--- config.mk ---
export PLATFORM = sky130hd
export DESIGN_NAME = timed_event_queue
export DESIGN_NICKNAME = d
export VERILOG_FILES = /design/src/rtl/teq_pkg.sv /design/src/rtl/teq_dp.sv /design/src/rtl/teq_ctrl.sv /design/src/rtl/timed_event_queue.sv
export VERILOG_INCLUDE_DIRS = /design/src /design/src/rtl
export SDC_FILE = /design/constraint.sdc
export NUM_CORES = 2
export LEC_CHECK = 0
export BUFFER_PORTS_ARGS = -buffer_cell sky130_fd_sc_hd__buf_2
export CORE_MARGIN = 3
export CORE_UTILIZATION = 35
export CTS_CLUSTER_DIAMETER = 50
export DETAILED_ROUTE_END_ITERATION = 6
export PLACE_DENSITY = 0.52
export SLEW_MARGIN = 10
export SYNTH_ARGS = -nofsm -noshare
export SYNTH_HDL_FRONTEND = slang
export SYNTH_SLANG_ARGS = --single-unit
--- constraint.sdc ---
create_clock -name clk -period 8.2 [get_ports clk]
set_input_delay 0.41 -clock clk [delete_from_list [all_inputs] [get_ports clk]]
set_output_delay 0.41 -clock clk [all_outputs]
set_load 0.03 [all_outputs]
--- src/rtl/assert_macros.svh ---
// Concurrent assertion helpers
`ifndef ASSERT_MACROS_SVH
`define ASSERT_MACROS_SVH
`ifndef ASSERT_OFF
`define ASSERT_CLK(lbl, clk, rst, prop) \
  lbl: assert property (@(posedge clk) disable iff (rst) prop) \
    else $error("assertion failed");
`define ASSERT_NEVER(lbl, clk, rst, cond) \
  lbl: assert property (@(posedge clk) disable iff (rst) !(cond)) \
    else $error("forbidden condition");
`else
`define ASSERT_CLK(lbl, clk, rst, prop)
`define ASSERT_NEVER(lbl, clk, rst, cond)
`endif
`endif

--- src/rtl/teq_pkg.sv ---
`timescale 1ns / 1ps
package teq_pkg;

  localparam logic [4:0] REQ_ADVANCE     = 5'd0;
  localparam logic [4:0] REQ_SCHEDULE    = 5'd1;
  localparam logic [4:0] REQ_RESCHEDULE  = 5'd2;
  localparam logic [4:0] REQ_CANCEL      = 5'd3;
  localparam logic [4:0] REQ_CANCEL_GRP  = 5'd4;
  localparam logic [4:0] REQ_EXECUTE     = 5'd5;
  localparam logic [4:0] REQ_PEEK        = 5'd6;
  localparam logic [4:0] REQ_POP         = 5'd7;
  localparam logic [4:0] REQ_REPEAT      = 5'd8;
  localparam logic [4:0] REQ_PHASE_SET   = 5'd9;
  localparam logic [4:0] REQ_PHASE_ADD   = 5'd10;
  localparam logic [4:0] REQ_PHASE_DEL   = 5'd11;
  localparam logic [4:0] REQ_DELAY_ALL   = 5'd12;
  localparam logic [4:0] REQ_DELAY_EVENT = 5'd13;
  localparam logic [4:0] REQ_DELAY_GROUP = 5'd14;
  localparam logic [4:0] REQ_QUERY       = 5'd15;
  localparam logic [4:0] REQ_RECALC      = 5'd16;

  localparam logic [1:0] SCAN_SURVEY     = 2'd0;
  localparam logic [1:0] SCAN_CANCEL_ID  = 2'd1;
  localparam logic [1:0] SCAN_CANCEL_GRP = 2'd2;
  localparam logic [1:0] SCAN_MARK       = 2'd3;

  localparam logic [1:0] TL_NONE   = 2'd0;
  localparam logic [1:0] TL_SCHED  = 2'd1;
  localparam logic [1:0] TL_RECALC = 2'd2;
  localparam logic [1:0] TL_DELAY  = 2'd3;

  localparam logic [1:0] CAP_NONE = 2'd0;
  localparam logic [1:0] CAP_NEW  = 2'd1;
  localparam logic [1:0] CAP_HEAD = 2'd2;
  localparam logic [1:0] CAP_PEND = 2'd3;

  typedef struct packed {
    logic [31:0] due;
    logic [15:0] ev_id;
    logic [7:0]  groups;
    logic [7:0]  phases;
  } entry_t;

  typedef struct packed {
    logic       accept;
    logic       scan_start;
    logic [1:0] scan_mode;
    logic       simple;
    logic [1:0] t_load;
    logic       t_inc;
    logic [1:0] cap;
    logic       write;
    logic       clr_head;
    logic       clr_pend;
    logic       take;
    logic       query;
    logic       set_full;
    logic       out_load;
  } cmd_t;

  typedef struct packed {
    logic [4:0] req;
    logic       done;
    logic       free_found;
    logic       head_found;
    logic       head_late;
    logic       head_skip;
    logic       first_found;
    logic       recalc_ok;
    logic       taken;
    logic       pend_found;
  } stat_t;

  function automatic logic [7:0] group_bit(input logic [3:0] g);
    group_bit = (g >= 4'd1 && g <= 4'd8) ? (8'd1 << (g - 4'd1)) : 8'd0;
  endfunction

endpackage

--- src/rtl/teq_dp.sv ---
`timescale 1ns / 1ps
module teq_dp #(
  parameter int DEPTH = 32,
  parameter int NUM_PHASES = 8,
  localparam int IW = $clog2(DEPTH)
) (
  input  logic               clk,
  input  logic               rst,
  input  teq_pkg::cmd_t      cmd,
  output teq_pkg::stat_t     stat,
  input  logic [4:0]         req_type,
  input  logic [15:0]        event_id,
  input  logic [31:0]        amount,
  input  logic [3:0]         group,
  input  logic [3:0]         phase,
  input  logic signed [31:0] min_time,
  input  logic               add_remaining,
  output logic [15:0]        result_event,
  output logic               found,
  output logic [31:0]        event_time,
  output logic [31:0]        current_time,
  output logic [7:0]         phase_state,
  output logic               table_full
);

  localparam logic [IW-1:0] LAST = IW'(DEPTH - 1);

  logic [4:0]         req;
  logic [15:0]        id_q;
  logic [31:0]        amount_q;
  logic [3:0]         group_q;
  logic [3:0]         phase_q;
  logic signed [31:0] min_q;
  logic               addrem_q;

  teq_pkg::entry_t    mem [DEPTH];
  teq_pkg::entry_t    rd_q;
  logic [DEPTH-1:0]   valid;
  logic [DEPTH-1:0]   pending;
  logic [31:0]        now_time;
  logic [7:0]         active;

  logic               scan_run;
  logic [IW-1:0]      scan_idx;
  logic               s1;
  logic [IW-1:0]      s1_idx;
  logic               s1_last;
  logic [1:0]         mode;
  logic               done_q;

  logic               free_found;
  logic [IW-1:0]      free_idx;
  logic               head_found;
  logic [IW-1:0]      head_idx;
  teq_pkg::entry_t    head_ent;
  logic               first_found;
  logic [31:0]        first_due;
  logic               taken;
  logic               pend_found;
  logic [IW-1:0]      pend_idx;
  teq_pkg::entry_t    pend_ent;

  logic [31:0]        t_reg;
  logic [IW-1:0]      wr_idx;
  teq_pkg::entry_t    wr_ent;

  logic [15:0]        res_event;
  logic               res_found;
  logic [31:0]        res_time;
  logic               res_full;

  logic [7:0]         gmask;
  logic [7:0]         pmask;
  logic [31:0]        limit;
  logic [31:0]        remu;
  logic               v;
  logic               id_hit;
  logic               mark_hit;

  function automatic logic [7:0] phase_bit(input logic [3:0] p);
    phase_bit = (p >= 4'd1 && int'(p) <= NUM_PHASES) ? (8'd1 << (p - 4'd1)) : 8'd0;
  endfunction

  assign gmask    = teq_pkg::group_bit(group_q);
  assign pmask    = phase_bit(phase_q);
  assign limit    = now_time + amount_q;
  assign remu     = first_due - now_time;
  assign v        = valid[s1_idx];
  assign id_hit   = rd_q.ev_id == id_q;
  assign mark_hit = (req == teq_pkg::REQ_DELAY_GROUP) ? ((rd_q.groups & gmask) != 8'd0)
                                                      : id_hit;

  always_comb begin
    stat.req         = req;
    stat.done        = done_q;
    stat.free_found  = free_found;
    stat.head_found  = head_found;
    stat.head_late   = head_ent.due > now_time;
    stat.head_skip   = (active != 8'd0) && (head_ent.phases != 8'd0) &&
                       ((head_ent.phases & active) == 8'd0);
    stat.first_found = first_found;
    stat.recalc_ok   = $signed(remu) < min_q;
    stat.taken       = taken;
    stat.pend_found  = pend_found;
  end

  always_ff @(posedge clk) begin
    if (cmd.accept) begin
      req      <= req_type;
      id_q     <= event_id;
      amount_q <= amount;
      group_q  <= group;
      phase_q  <= phase;
      min_q    <= min_time;
      addrem_q <= add_remaining;
    end
  end

  always_ff @(posedge clk) begin
    rd_q <= mem[scan_idx];
    if (cmd.write) begin
      mem[wr_idx] <= '{due: t_reg, ev_id: wr_ent.ev_id, groups: wr_ent.groups,
                       phases: wr_ent.phases};
    end
  end

  always_ff @(posedge clk) begin
    if (rst) begin
      scan_run <= 1'b0;
      scan_idx <= '0;
      s1       <= 1'b0;
      s1_idx   <= '0;
      s1_last  <= 1'b0;
      mode     <= teq_pkg::SCAN_SURVEY;
      done_q   <= 1'b0;
    end else begin
      done_q  <= s1 && s1_last;
      s1      <= scan_run;
      s1_idx  <= scan_idx;
      s1_last <= scan_idx == LAST;
      if (cmd.scan_start) begin
        scan_run <= 1'b1;
        scan_idx <= '0;
        mode     <= cmd.scan_mode;
      end else if (scan_run) begin
        if (scan_idx == LAST) begin
          scan_run <= 1'b0;
        end else begin
          scan_idx <= scan_idx + 1'b1;
        end
      end
    end
  end

  always_ff @(posedge clk) begin
    if (rst) begin
      valid <= '0;
    end else begin
      if (s1 && mode == teq_pkg::SCAN_CANCEL_ID && v && id_hit) begin
        valid[s1_idx] <= 1'b0;
      end
      if (s1 && mode == teq_pkg::SCAN_CANCEL_GRP && v && ((rd_q.groups & gmask) != 8'd0)) begin
        valid[s1_idx] <= 1'b0;
      end
      if (cmd.clr_head) begin
        valid[head_idx] <= 1'b0;
      end
      if (cmd.write) begin
        valid[wr_idx] <= 1'b1;
      end
    end
  end

  always_ff @(posedge clk) begin
    if (rst) begin
      pending <= '0;
    end else begin
      if (s1 && mode == teq_pkg::SCAN_MARK) begin
        pending[s1_idx] <= v && (rd_q.due < limit) && mark_hit;
      end
      if (cmd.clr_pend) begin
        pending[pend_idx] <= 1'b0;
      end
    end
  end

  always_ff @(posedge clk) begin
    if (rst) begin
      free_found  <= 1'b0;
      head_found  <= 1'b0;
      first_found <= 1'b0;
      taken       <= 1'b0;
      pend_found  <= 1'b0;
    end else if (cmd.scan_start) begin
      free_found  <= 1'b0;
      head_found  <= 1'b0;
      first_found <= 1'b0;
      taken       <= 1'b0;
      pend_found  <= 1'b0;
    end else if (s1) begin
      if (!v && !free_found) begin
        free_found <= 1'b1;
        free_idx   <= s1_idx;
      end
      if (v && (!head_found || rd_q.due < head_ent.due)) begin
        head_found <= 1'b1;
        head_idx   <= s1_idx;
        head_ent   <= rd_q;
      end
      if (v && id_hit && (!first_found || rd_q.due < first_due)) begin
        first_found <= 1'b1;
        first_due   <= rd_q.due;
      end
      if (v && rd_q.due == t_reg) begin
        taken <= 1'b1;
      end
      if (pending[s1_idx] && (!pend_found || rd_q.due < pend_ent.due)) begin
        pend_found <= 1'b1;
        pend_idx   <= s1_idx;
        pend_ent   <= rd_q;
      end
    end
  end

  always_ff @(posedge clk) begin
    case (cmd.t_load)
      teq_pkg::TL_SCHED:  t_reg <= now_time + amount_q;
      teq_pkg::TL_RECALC: t_reg <= addrem_q ? (min_q + first_due) : (now_time + min_q);
      teq_pkg::TL_DELAY:  t_reg <= pend_ent.due + amount_q;
      default: begin
        if (cmd.t_inc) begin
          t_reg <= t_reg + 32'd1;
        end
      end
    endcase
    case (cmd.cap)
      teq_pkg::CAP_NEW: begin
        wr_idx <= free_idx;
        wr_ent <= '{due: 32'd0, ev_id: id_q,
                    groups: (req == teq_pkg::REQ_RECALC) ? 8'd0 : gmask,
                    phases: (req == teq_pkg::REQ_RECALC) ? 8'd0 : pmask};
      end
      teq_pkg::CAP_HEAD: begin
        wr_idx <= head_idx;
        wr_ent <= head_ent;
      end
      teq_pkg::CAP_PEND: begin
        wr_idx <= pend_idx;
        wr_ent <= pend_ent;
      end
      default: begin
      end
    endcase
  end

  always_ff @(posedge clk) begin
    if (rst) begin
      now_time <= 32'd0;
      active   <= 8'd0;
    end else if (cmd.simple) begin
      case (req)
        teq_pkg::REQ_ADVANCE:   now_time <= now_time + amount_q;
        teq_pkg::REQ_DELAY_ALL: now_time <= (amount_q < now_time) ? now_time - amount_q : 32'd0;
        teq_pkg::REQ_PHASE_SET: begin
          if (phase_q == 4'd0) begin
            active <= 8'd0;
          end else if (pmask != 8'd0) begin
            active <= pmask;
          end
        end
        teq_pkg::REQ_PHASE_ADD: active <= active | pmask;
        teq_pkg::REQ_PHASE_DEL: active <= active & ~pmask;
        default: begin
        end
      endcase
    end
  end

  always_ff @(posedge clk) begin
    if (cmd.accept) begin
      res_event <= 16'd0;
      res_found <= 1'b0;
      res_time  <= 32'd0;
      res_full  <= 1'b0;
    end else begin
      if (cmd.take) begin
        res_event <= head_ent.ev_id;
        res_found <= 1'b1;
      end
      if (cmd.query) begin
        res_found <= 1'b1;
        res_time  <= first_due;
      end
      if (cmd.set_full) begin
        res_full <= 1'b1;
      end
    end
  end

  always_ff @(posedge clk) begin
    if (cmd.out_load) begin
      result_event <= res_event;
      found        <= res_found;
      event_time   <= res_time;
      current_time <= now_time;
      phase_state  <= active;
      table_full   <= res_full;
    end
  end

endmodule

--- src/rtl/teq_ctrl.sv ---
`timescale 1ns / 1ps
`include "assert_macros.svh"
module teq_ctrl (
  input  logic           clk,
  input  logic           rst,
  input  logic           in_valid,
  output logic           in_stall,
  output logic           out_valid,
  input  logic           out_stall,
  output teq_pkg::cmd_t  cmd,
  input  teq_pkg::stat_t stat
);

  localparam logic [3:0] ST_IDLE      = 4'd0;
  localparam logic [3:0] ST_EXEC      = 4'd1;
  localparam logic [3:0] ST_SCAN      = 4'd2;
  localparam logic [3:0] ST_ADD_FIND  = 4'd3;
  localparam logic [3:0] ST_ADD       = 4'd4;
  localparam logic [3:0] ST_PROBE_CHK = 4'd5;
  localparam logic [3:0] ST_WRITE     = 4'd6;
  localparam logic [3:0] ST_DECIDE    = 4'd7;
  localparam logic [3:0] ST_PICK      = 4'd8;
  localparam logic [3:0] ST_DELAY     = 4'd9;
  localparam logic [3:0] ST_DONE      = 4'd10;

  logic [3:0] state, state_next;
  logic [3:0] ret, ret_next;
  logic [1:0] mode, mode_next;
  logic       busy, busy_next;
  logic       out_valid_next;

  assign in_stall = state != ST_IDLE;

  always_comb begin
    cmd            = '0;
    state_next     = state;
    ret_next       = ret;
    mode_next      = mode;
    busy_next      = busy;
    cmd.accept     = in_valid && (state == ST_IDLE);
    case (state)
      ST_IDLE: begin
        if (cmd.accept) begin
          state_next = ST_EXEC;
        end
      end
      ST_EXEC: begin
        case (stat.req)
          teq_pkg::REQ_ADVANCE, teq_pkg::REQ_DELAY_ALL, teq_pkg::REQ_PHASE_SET,
          teq_pkg::REQ_PHASE_ADD, teq_pkg::REQ_PHASE_DEL: begin
            cmd.simple = 1'b1;
            state_next = ST_DONE;
          end
          teq_pkg::REQ_SCHEDULE: begin
            mode_next  = teq_pkg::SCAN_SURVEY;
            ret_next   = ST_ADD;
            state_next = ST_SCAN;
          end
          teq_pkg::REQ_RESCHEDULE: begin
            mode_next  = teq_pkg::SCAN_CANCEL_ID;
            ret_next   = ST_ADD_FIND;
            state_next = ST_SCAN;
          end
          teq_pkg::REQ_CANCEL: begin
            mode_next  = teq_pkg::SCAN_CANCEL_ID;
            ret_next   = ST_DONE;
            state_next = ST_SCAN;
          end
          teq_pkg::REQ_CANCEL_GRP: begin
            mode_next  = teq_pkg::SCAN_CANCEL_GRP;
            ret_next   = ST_DONE;
            state_next = ST_SCAN;
          end
          teq_pkg::REQ_EXECUTE, teq_pkg::REQ_PEEK, teq_pkg::REQ_POP, teq_pkg::REQ_REPEAT,
          teq_pkg::REQ_QUERY, teq_pkg::REQ_RECALC: begin
            mode_next  = teq_pkg::SCAN_SURVEY;
            ret_next   = ST_DECIDE;
            state_next = ST_SCAN;
          end
          teq_pkg::REQ_DELAY_EVENT, teq_pkg::REQ_DELAY_GROUP: begin
            mode_next  = teq_pkg::SCAN_MARK;
            ret_next   = ST_PICK;
            state_next = ST_SCAN;
          end
          default: state_next = ST_DONE;
        endcase
      end
      ST_SCAN: begin
        if (!busy) begin
          cmd.scan_start = 1'b1;
          cmd.scan_mode  = mode;
          busy_next      = 1'b1;
        end else if (stat.done) begin
          busy_next  = 1'b0;
          state_next = ret;
        end
      end
      ST_ADD_FIND: begin
        mode_next  = teq_pkg::SCAN_SURVEY;
        ret_next   = ST_ADD;
        state_next = ST_SCAN;
      end
      ST_ADD: begin
        if (!stat.free_found) begin
          cmd.set_full = 1'b1;
          state_next   = ST_DONE;
        end else begin
          cmd.cap = teq_pkg::CAP_NEW;
          if (stat.req != teq_pkg::REQ_RECALC) begin
            cmd.t_load = teq_pkg::TL_SCHED;
          end
          mode_next  = teq_pkg::SCAN_SURVEY;
          ret_next   = ST_PROBE_CHK;
          state_next = ST_SCAN;
        end
      end
      ST_PROBE_CHK: begin
        if (stat.taken) begin
          cmd.t_inc  = 1'b1;
          mode_next  = teq_pkg::SCAN_SURVEY;
          ret_next   = ST_PROBE_CHK;
          state_next = ST_SCAN;
        end else begin
          state_next = ST_WRITE;
        end
      end
      ST_WRITE: begin
        cmd.write = 1'b1;
        if (stat.req == teq_pkg::REQ_DELAY_EVENT || stat.req == teq_pkg::REQ_DELAY_GROUP) begin
          state_next = ST_PICK;
        end else begin
          state_next = ST_DONE;
        end
      end
      ST_PICK: begin
        mode_next  = teq_pkg::SCAN_SURVEY;
        ret_next   = ST_DELAY;
        state_next = ST_SCAN;
      end
      ST_DELAY: begin
        if (!stat.pend_found) begin
          state_next = ST_DONE;
        end else begin
          cmd.clr_pend = 1'b1;
          cmd.cap      = teq_pkg::CAP_PEND;
          cmd.t_load   = teq_pkg::TL_DELAY;
          mode_next    = teq_pkg::SCAN_SURVEY;
          ret_next     = ST_PROBE_CHK;
          state_next   = ST_SCAN;
        end
      end
      ST_DECIDE: begin
        state_next = ST_DONE;
        case (stat.req)
          teq_pkg::REQ_EXECUTE, teq_pkg::REQ_PEEK: begin
            if (stat.head_found && !stat.head_late) begin
              if (stat.head_skip) begin
                cmd.clr_head = 1'b1;
                mode_next    = teq_pkg::SCAN_SURVEY;
                ret_next     = ST_DECIDE;
                state_next   = ST_SCAN;
              end else begin
                cmd.take     = 1'b1;
                cmd.clr_head = stat.req == teq_pkg::REQ_EXECUTE;
              end
            end
          end
          teq_pkg::REQ_POP: begin
            if (stat.head_found) begin
              cmd.take     = 1'b1;
              cmd.clr_head = 1'b1;
            end
          end
          teq_pkg::REQ_REPEAT: begin
            if (stat.head_found) begin
              cmd.clr_head = 1'b1;
              cmd.cap      = teq_pkg::CAP_HEAD;
              cmd.t_load   = teq_pkg::TL_SCHED;
              mode_next    = teq_pkg::SCAN_SURVEY;
              ret_next     = ST_PROBE_CHK;
              state_next   = ST_SCAN;
            end
          end
          teq_pkg::REQ_QUERY: begin
            cmd.query = stat.first_found;
          end
          teq_pkg::REQ_RECALC: begin
            if (stat.first_found && stat.recalc_ok) begin
              cmd.t_load = teq_pkg::TL_RECALC;
              mode_next  = teq_pkg::SCAN_CANCEL_ID;
              ret_next   = ST_ADD_FIND;
              state_next = ST_SCAN;
            end
          end
          default: begin
          end
        endcase
      end
      ST_DONE: begin
        if (!out_valid || !out_stall) begin
          cmd.out_load = 1'b1;
          state_next   = ST_IDLE;
        end
      end
      default: state_next = ST_IDLE;
    endcase
  end

  always_comb begin
    out_valid_next = out_valid;
    if (cmd.out_load) begin
      out_valid_next = 1'b1;
    end else if (out_valid && !out_stall) begin
      out_valid_next = 1'b0;
    end
  end

  always_ff @(posedge clk) begin
    if (rst) begin
      state     <= ST_IDLE;
      ret       <= ST_IDLE;
      mode      <= teq_pkg::SCAN_SURVEY;
      busy      <= 1'b0;
      out_valid <= 1'b0;
    end else begin
      state     <= state_next;
      ret       <= ret_next;
      mode      <= mode_next;
      busy      <= busy_next;
      out_valid <= out_valid_next;
    end
  end

  `ASSERT_CLK(a_done_in_scan, clk, rst, stat.done |-> (state == ST_SCAN && busy))
  `ASSERT_NEVER(a_busy_outside_scan, clk, rst, busy && state != ST_SCAN)
  `ASSERT_CLK(a_accept_dispatch, clk, rst, cmd.accept |=> state == ST_EXEC)

endmodule

--- src/rtl/timed_event_queue.sv ---
`timescale 1ns / 1ps
// Timed event queue. One request is taken at a time and gives exactly one result.
// Work is done by full passes over the DEPTH-entry table, one entry per cycle
// through the single read port of the entry memory. Timer and phase requests need
// no pass; cancel, query, pop, peek and execute take one pass (execute and peek
// one more per entry dropped by the phase filter); schedule and repeat take 2 + k
// passes, where k is the number of due-time collisions bumped past; reschedule
// takes one more and recalc two more when it moves the event; event and group
// delays take 2 passes plus 2 + k passes per moved entry.
// A finished result sits in the output register while the next request is taken.
// No clearing pass is needed after reset.
module timed_event_queue #(
  parameter int DEPTH = 32,
  parameter int NUM_PHASES = 8
) (
  input  logic               clk,
  input  logic               rst,
  input  logic               in_valid,
  output logic               in_stall,
  input  logic [4:0]         req_type,
  input  logic [15:0]        event_id,
  input  logic [31:0]        amount,
  input  logic [3:0]         group,
  input  logic [3:0]         phase,
  input  logic signed [31:0] min_time,
  input  logic               add_remaining,
  output logic               out_valid,
  input  logic               out_stall,
  output logic [15:0]        result_event,
  output logic               found,
  output logic [31:0]        event_time,
  output logic [31:0]        current_time,
  output logic [7:0]         phase_state,
  output logic               table_full
);

  teq_pkg::cmd_t  cmd;
  teq_pkg::stat_t stat;

  teq_ctrl u_ctrl (
    .clk       (clk),
    .rst       (rst),
    .in_valid  (in_valid),
    .in_stall  (in_stall),
    .out_valid (out_valid),
    .out_stall (out_stall),
    .cmd       (cmd),
    .stat      (stat)
  );

  teq_dp #(
    .DEPTH      (DEPTH),
    .NUM_PHASES (NUM_PHASES)
  ) u_dp (
    .clk           (clk),
    .rst           (rst),
    .cmd           (cmd),
    .stat          (stat),
    .req_type      (req_type),
    .event_id      (event_id),
    .amount        (amount),
    .group         (group),
    .phase         (phase),
    .min_time      (min_time),
    .add_remaining (add_remaining),
    .result_event  (result_event),
    .found         (found),
    .event_time    (event_time),
    .current_time  (current_time),
    .phase_state   (phase_state),
    .table_full    (table_full)
  );

endmodule
---- Word-level counts from Yosys, hierarchy flattened ----
Memory sizes are Yosys's and may differ from the RTL's. A register that Yosys moved wholly into a read port is not among the register bits.
Cells that the tools add are included.
storage, ports and cells
  memories ................................ 1
  register bits ........................... 615
  RAM bits ................................ 2048
  output and inout bits ................... 92
memories
  memory    depth  bits a word  read ports  clocked after Yosys merged registers in  write ports  line          source
  u_dp.mem  32     64           1           1                                        1            teq_dp.sv:36  teq_pkg::entry_t mem [DEPTH];
cells by class
  $add $sub $neg .......................... 10
  equality and inequality tests ........... 54
  bitwise gates (word level) .............. 16
  muxes and demuxes ....................... 118
  reductions and logical operators ........ 84
  order comparisons ....................... 19
  shifts and indexed selects .............. 2
operator list
  cell                                                                  number
  32-bit 2-to-1 mux                                                     13
  32-bit < comparator                                                   6
  32-bit case mux with 3 select lines                                   2
  32-bit adder                                                          4
  32-bit bitwise AND                                                    4
  32-bit inverter                                                       3
  4-bit 2-to-1 mux                                                      18
  32-bit case mux with 2 select lines                                   1
  32-bit subtractor                                                     2
  8-bit 2-to-1 mux                                                      6
  5-bit by 4-bit == test with 1-bit output, second input constant       8
  1-bit 2-to-1 mux                                                      40
  4-bit case mux with 10 select lines                                   1
  32-bit by 1-bit adder with 32-bit output, second input constant       1
  32-bit bitwise mux                                                    1
  32-bit == test                                                        1
  32-bit greater-than comparator                                        1
  32-bit bitwise OR                                                     1
  8-bit nonzero test                                                    4
  1-bit logical AND                                                     28
  4-bit case mux with 7 select lines                                    1
  2-bit 2-to-1 mux                                                      13
  8-bit bitwise AND                                                     3
  5-bit by 6-bit < comparator with 1-bit output, second input constant  4
  59 further kinds                                                      137

---- Logic depth before layout (Yosys ltp) ----
  word-level depth ........................ 16
  gate-level depth with buffers ........... 27
  mapped depth without buffers ............ 25

---- Hierarchy ----
From an unflattened synthesis, not the netlist that was laid out.
unflattened totals
  cells, all modules ...................... 6756
  area, all modules ....................... 116640.6 um2
modules (own cells, without submodules)
  module    instances  sequential area each (um2)  cells each  area an instance (um2)
  teq_dp    1          79135.9                     6580        115308.1
  teq_ctrl  1          240.2                       176         1332.5

---- Least setup slack after synthesis ----
No wires, ideal clock.
  path type ............................... register -> register
  start ................................... register u_dp.now_time[1]
  end ..................................... register u_dp.t_reg[0] (enable)
  required time ........................... 7.542 ns
  arrival ................................. 5.993 ns
  clock period less this slack ............ 6.651 ns
  stages on the path, launching flop included .. 26
  buffers on the path ..................... 3
  path slack .............................. 1.549 ns
  cells stage by stage .................... dfxtp_1 -> inv_1 -> ha_1 -> nor2b_1 -> o31a_1 -> and4_1 -> o31a_1 -> o211ai_1 -> a31oi_1 -> a211oi_1 -> o21bai_1 -> a21o_1 -> xor2_1 -> ha_1 -> a21o_1 -> a21o_1 -> a21oi_1 -> o221ai_1 -> a21oi_1 -> mux2_2 -> nand2b_1 -> buf_2 -> nor2_2 -> buf_2 -> buf_2 -> o21ai_0
between the ends
  word-level cells in the longest chain between the ends .. 8
  elaborated cells between the ends (all ways) .. 10
  classes of those cells .................. add/sub: 1; order compare: 1; eq/ne: 3; mux: 3; reduce/logical: 2
RTL lines
  item                                                                              line             source
  start: declaration                                                                teq_dp.sv:40     logic [31:0] now_time;
  start signal: assignment                                                          teq_dp.sv:262    teq_pkg::REQ_ADVANCE: now_time <= now_time + amount_q;
  start signal: assignment                                                          teq_dp.sv:263    teq_pkg::REQ_DELAY_ALL: now_time <= (amount_q < now_time) ? now_time - amount_q : 32'd0;
  32-bit subtractor (*)                                                             teq_dp.sv:87     assign remu = first_due - now_time;
  32-bit < comparator (*)                                                           teq_dp.sv:102    stat.recalc_ok = $signed(remu) < min_q;
  1-bit logical AND (*)                                                             teq_ctrl.sv:188  if (stat.first_found && stat.recalc_ok) begin
  2-bit 2-to-1 mux (*)                                                              teq_ctrl.sv:188
  2-bit case mux with 2 select lines (*)                                            teq_ctrl.sv:154  case (stat.req)
  2-bit case mux with 3 select lines (*)                                            teq_ctrl.sv:41   case (state)
  2-bit by 1-bit == test with 1-bit output / 2-bit == test (equally long branches)  teq_dp.sv:226    case (cmd.t_load)
  4-bit nonzero test (no line) (*)                                                  --
  end signal: assignment                                                            teq_dp.sv:227    teq_pkg::TL_SCHED: t_reg <= now_time + amount_q;
  end signal: assignment                                                            teq_dp.sv:228    teq_pkg::TL_RECALC: t_reg <= addrem_q ? (min_q + first_due) : (now_time + min_q);
  end signal: assignment                                                            teq_dp.sv:229    teq_pkg::TL_DELAY: t_reg <= pend_ent.due + amount_q;
  end: declaration                                                                  teq_dp.sv:63     logic [31:0] t_reg;
Every way passes the cells marked *; elsewhere a longest branch is shown, timed or not.
A chain may end at the register's enable or synchronous reset.

---- Worst setup path after layout ----
  start ................................... register u_dp.now_time[1]
  end ..................................... register u_dp.t_reg[11] (enable)
Same word-level chain as after synthesis.

==> results.json <==
{
  "clk_root_buffer_cell": "clkbuf_16",
  "pre_cts_ws_ps": 1260,
  "leakage_nw": 44.3,
  "post-route-util": 0.408,
  "rsz0062_at_grt": "false",
  "cts_resized": 0,
  "slew_headroom": 0.186,
  "ant_nets": 0,
  "synth_area_leaders": "edfxtp_1 (64%), mux4_2 (13%), dfxtp_1 (4.3%)",
  "maxSlewViolCount": 0,
  "routed_wl_um": 343000,
  "fin_nets": 7726,
  "fillCellCount": 29656,
  "hold_violations": 0,
  "finalSetupViolations": 0,
  "synth_warnings": 0,
  "cpPeakStageDelay_ps": 530,
  "min_period_ps": 6920,
  "hp-start": "rst",
  "grt_max_degree": 126,
  "cts.clk_slew.worst_paths_ps": 60,
  "vdd_drop_max_mv": 0.177,
  "arrival_ps": 7380,
  "synth-seq-area-share": 0.683,
  "postCtsSetupRepairBufs": 0,
  "syn-cell-area_um2": 116000,
  "synth_edf_count": 2476,
  "cp-startpoint": "u_dp.now_time[1]",
  "cts_buffer_depth": 4,
  "die_w_um": 582,
  "cp_common_cell": "a21o_1",
  "clkLatencyLatePin_ps": 880,
  "initial_core_util": 0.352,
  "top_register": "u_dp.mem",
  "first_global_vias": 66399,
  "worstPathRequired_ps": 8660,
  "grt_pass1_wl_um": 489000,
  "ios": 190,
  "min_path_type": "input port to register",
  "synth_cell_types": 95,
  "vias": 66079,
  "die_h_um": 582,
  "wl_per_cell_um": 28.8,
  "path_cells": "inv_1, ha_1, nor2b_1, o31a_1, and4_1, o31a_1, o211ai_1, a31oi_1, a211oi_1, o21bai_1, a21o_1, xor2_1, ha_1, a21o_1, a21o_1, a21oi_1, o221ai_1, a21oi_1, mux2_2, nand2b_1, nor2_4, o21ai_4",
  "setup_tns_ps": 0,
  "grt_overflow": 0,
  "max_cap_violations": 0,
  "cts_hold_buf": 96,
  "dieArea_um2": 339000,
  "worstSetupPathType": "register to register",
  "hpwl_um": 201000,
  "worstPathMaxFanout": 32,
  "core-area_um2": 331000,
  "synth_fp_nets": 7265,
  "yosysTopAreaCell": "edfxtp_1",
  "power_density_nw_per_um2": 260,
  "htree_levels": 5,
  "grt_usage": 0.198,
  "synthFlopType": "edfxtp_1",
  "drtIter0Drc": 6892,
  "setup_ws_ps": 1280,
  "ys_seq_elements": 2727,
  "firstDrtPassIters": 5,
  "numCtsBuffers": 321,
  "remaining_drc_errors": 0,
  "port_buffers": 189,
  "fmax_mhz": 145,
  "start_kind": "register",
  "ys_async_sr_fraction": 0,
  "fp-row-count": 211,
  "syn_inst": 6814,
  "status": "complete, no violations",
  "area_growth_pct": 16.0,
  "synth_top_area_share": 0.639,
  "worstSetupEndpointType": "register",
  "gp_congestion": 0.870,
  "post_drt_via_cell_ratio": 5.55,
  "cts_sinks": 2727,
  "finClkSkew_ps": 65.5,
  "tritoncts": "done",
  "drive_above_1_share": 0.220,
  "power_mw": 35.1,
  "fin_crit_sh": 0.844,
  "antenna_found_initial": 5,
  "cpMaxStageDelayCell": "mux2_2",
  "synth.avg_cell_area_um2": 17.1,
  "tightest_slew_ps": 1210,
  "largest_reg_flops": 2048,
  "r2r_start": "u_dp.now_time[1]"
}
critical path: cells and delay by family (launching register included):
family | cells | cell delay [ps]
buffers and inverters | 1 | 200
AO/OA/AOI/OAI | 13 | 3430
adder cells (fa/ha/maj) | 2 | 610
XOR/XNOR | 1 | 140
flip-flops | 1 | 460
AND/OR/NAND/NOR | 4 | 1110
multiplexers | 1 | 530
cells in the mapped netlist, types with 10 or more instances:
library cell	instances
mux4_2	658
a221oi_1	31
a31oi_1	55
a22oi_1	44
and3_1	27
clkbuf_1	224
buf_1	51
mux2i_1	33
and2_1	10
o21bai_1	21
a21oi_1	321
nand4_1	67
mux2_2	67
nor2_1	283
o211ai_1	30
o21ai_0	208
a21o_1	115
dfxtp_1	251
a221o_1	15
or3_1	25
nor4_1	35
nand3b_1	13
nand3_1	64
a211oi_1	57
o21a_1	43
a211o_1	32
nand2b_1	43
xnor2_1	104
inv_1	267
edfxtp_1	2476
nor3_1	79
nand2_1	323
xor2_1	108
ha_1	348
buf_2	28
o221ai_1	12
or2_2	17
and4_1	10
o31ai_1	13
nor2b_1	45
layout make-up:
type / instances / area (um^2) / area share
Antenna cell: 7 / 17.5 / 0.000130
Clock buffer: 430 / 8830 / 0.0655
Clock inverter: 150 / 1630 / 0.0121
Inverter: 270 / 1010 / 0.00751
Multi-Input combinational cell: 3509 / 35100 / 0.260
Sequential cell: 2727 / 79400 / 0.589
Tap cell: 4366 / 5460 / 0.0405
Timing Repair Buffer: 446 / 3470 / 0.0258
power by group:
part,internal [mW],switching [mW],leakage [nW]
Combinational,2.30,2.77,14.8
Sequential,15.3,0.508,24.4
Clock,8.47,5.72,5.09
per-layer routing:
layer | global-route usage | routed length [um]
met2 | 0.311 | 158000
met3 | 0.0246 | 19000
met5 | 0 | 12
met4 | 0.0561 | 9850
met1 | 0.290 | 156000
final timing paths:
check | slack, ps | depth (start not counted) | end
min reg2reg | 430 | 0 | u_dp.event_time[4]
max reg2reg | 1280 | 22 | u_dp.t_reg[11]
min | 100 | 2 | u_dp.s1_idx[2]
max | 1280 | 22 | u_dp.t_reg[11]
cells in the final DEF, fill, tap and decap left out, drive strengths merged, types with 32 or more instances in the layout:
master,synthesis,layout
nor3,80,80
a21o,115,115
xnor2,104,104
buf,84,350
a21oi,325,325
nand3,64,64
a31oi,55,55
a22oi,44,44
xor2,108,108
o21ai,212,212
edfxtp,2476,2476
dfxtp,251,251
a211oi,60,60
mux2i,33,33
nor2,285,285
nand2,324,324
clkbuf,224,430
dlygate4sd3,0,96
a211o,32,32
ha,348,348
nand2b,43,43
mux4,658,658
inv,269,294
clkinv,1,87
nand4,67,67
nor4,35,35
o21a,43,43
mux2,67,67
nor2b,45,45
stage by stage:
stage,hold WS [ps],cell area (um^2),instances
finish,104,135000,11905
global route,122,135000,11898
floorplan,404,116000,6814
detailed placement,416,123000,11218
CTS,41.0,135000,11894
global placement,409,123000,11218
cell families after synthesis:
group	Yosys count	share of synthesized area
compound gates	1115	0.0632
xor+xnor	212	0.0160
fa+ha+maj	353	0.0383
buf+inv	578	0.0192
flops	2727	0.683
mux	758	0.137
simple gates	1071	0.0439
No activity file was read; power rests on OpenSTA's default activity.
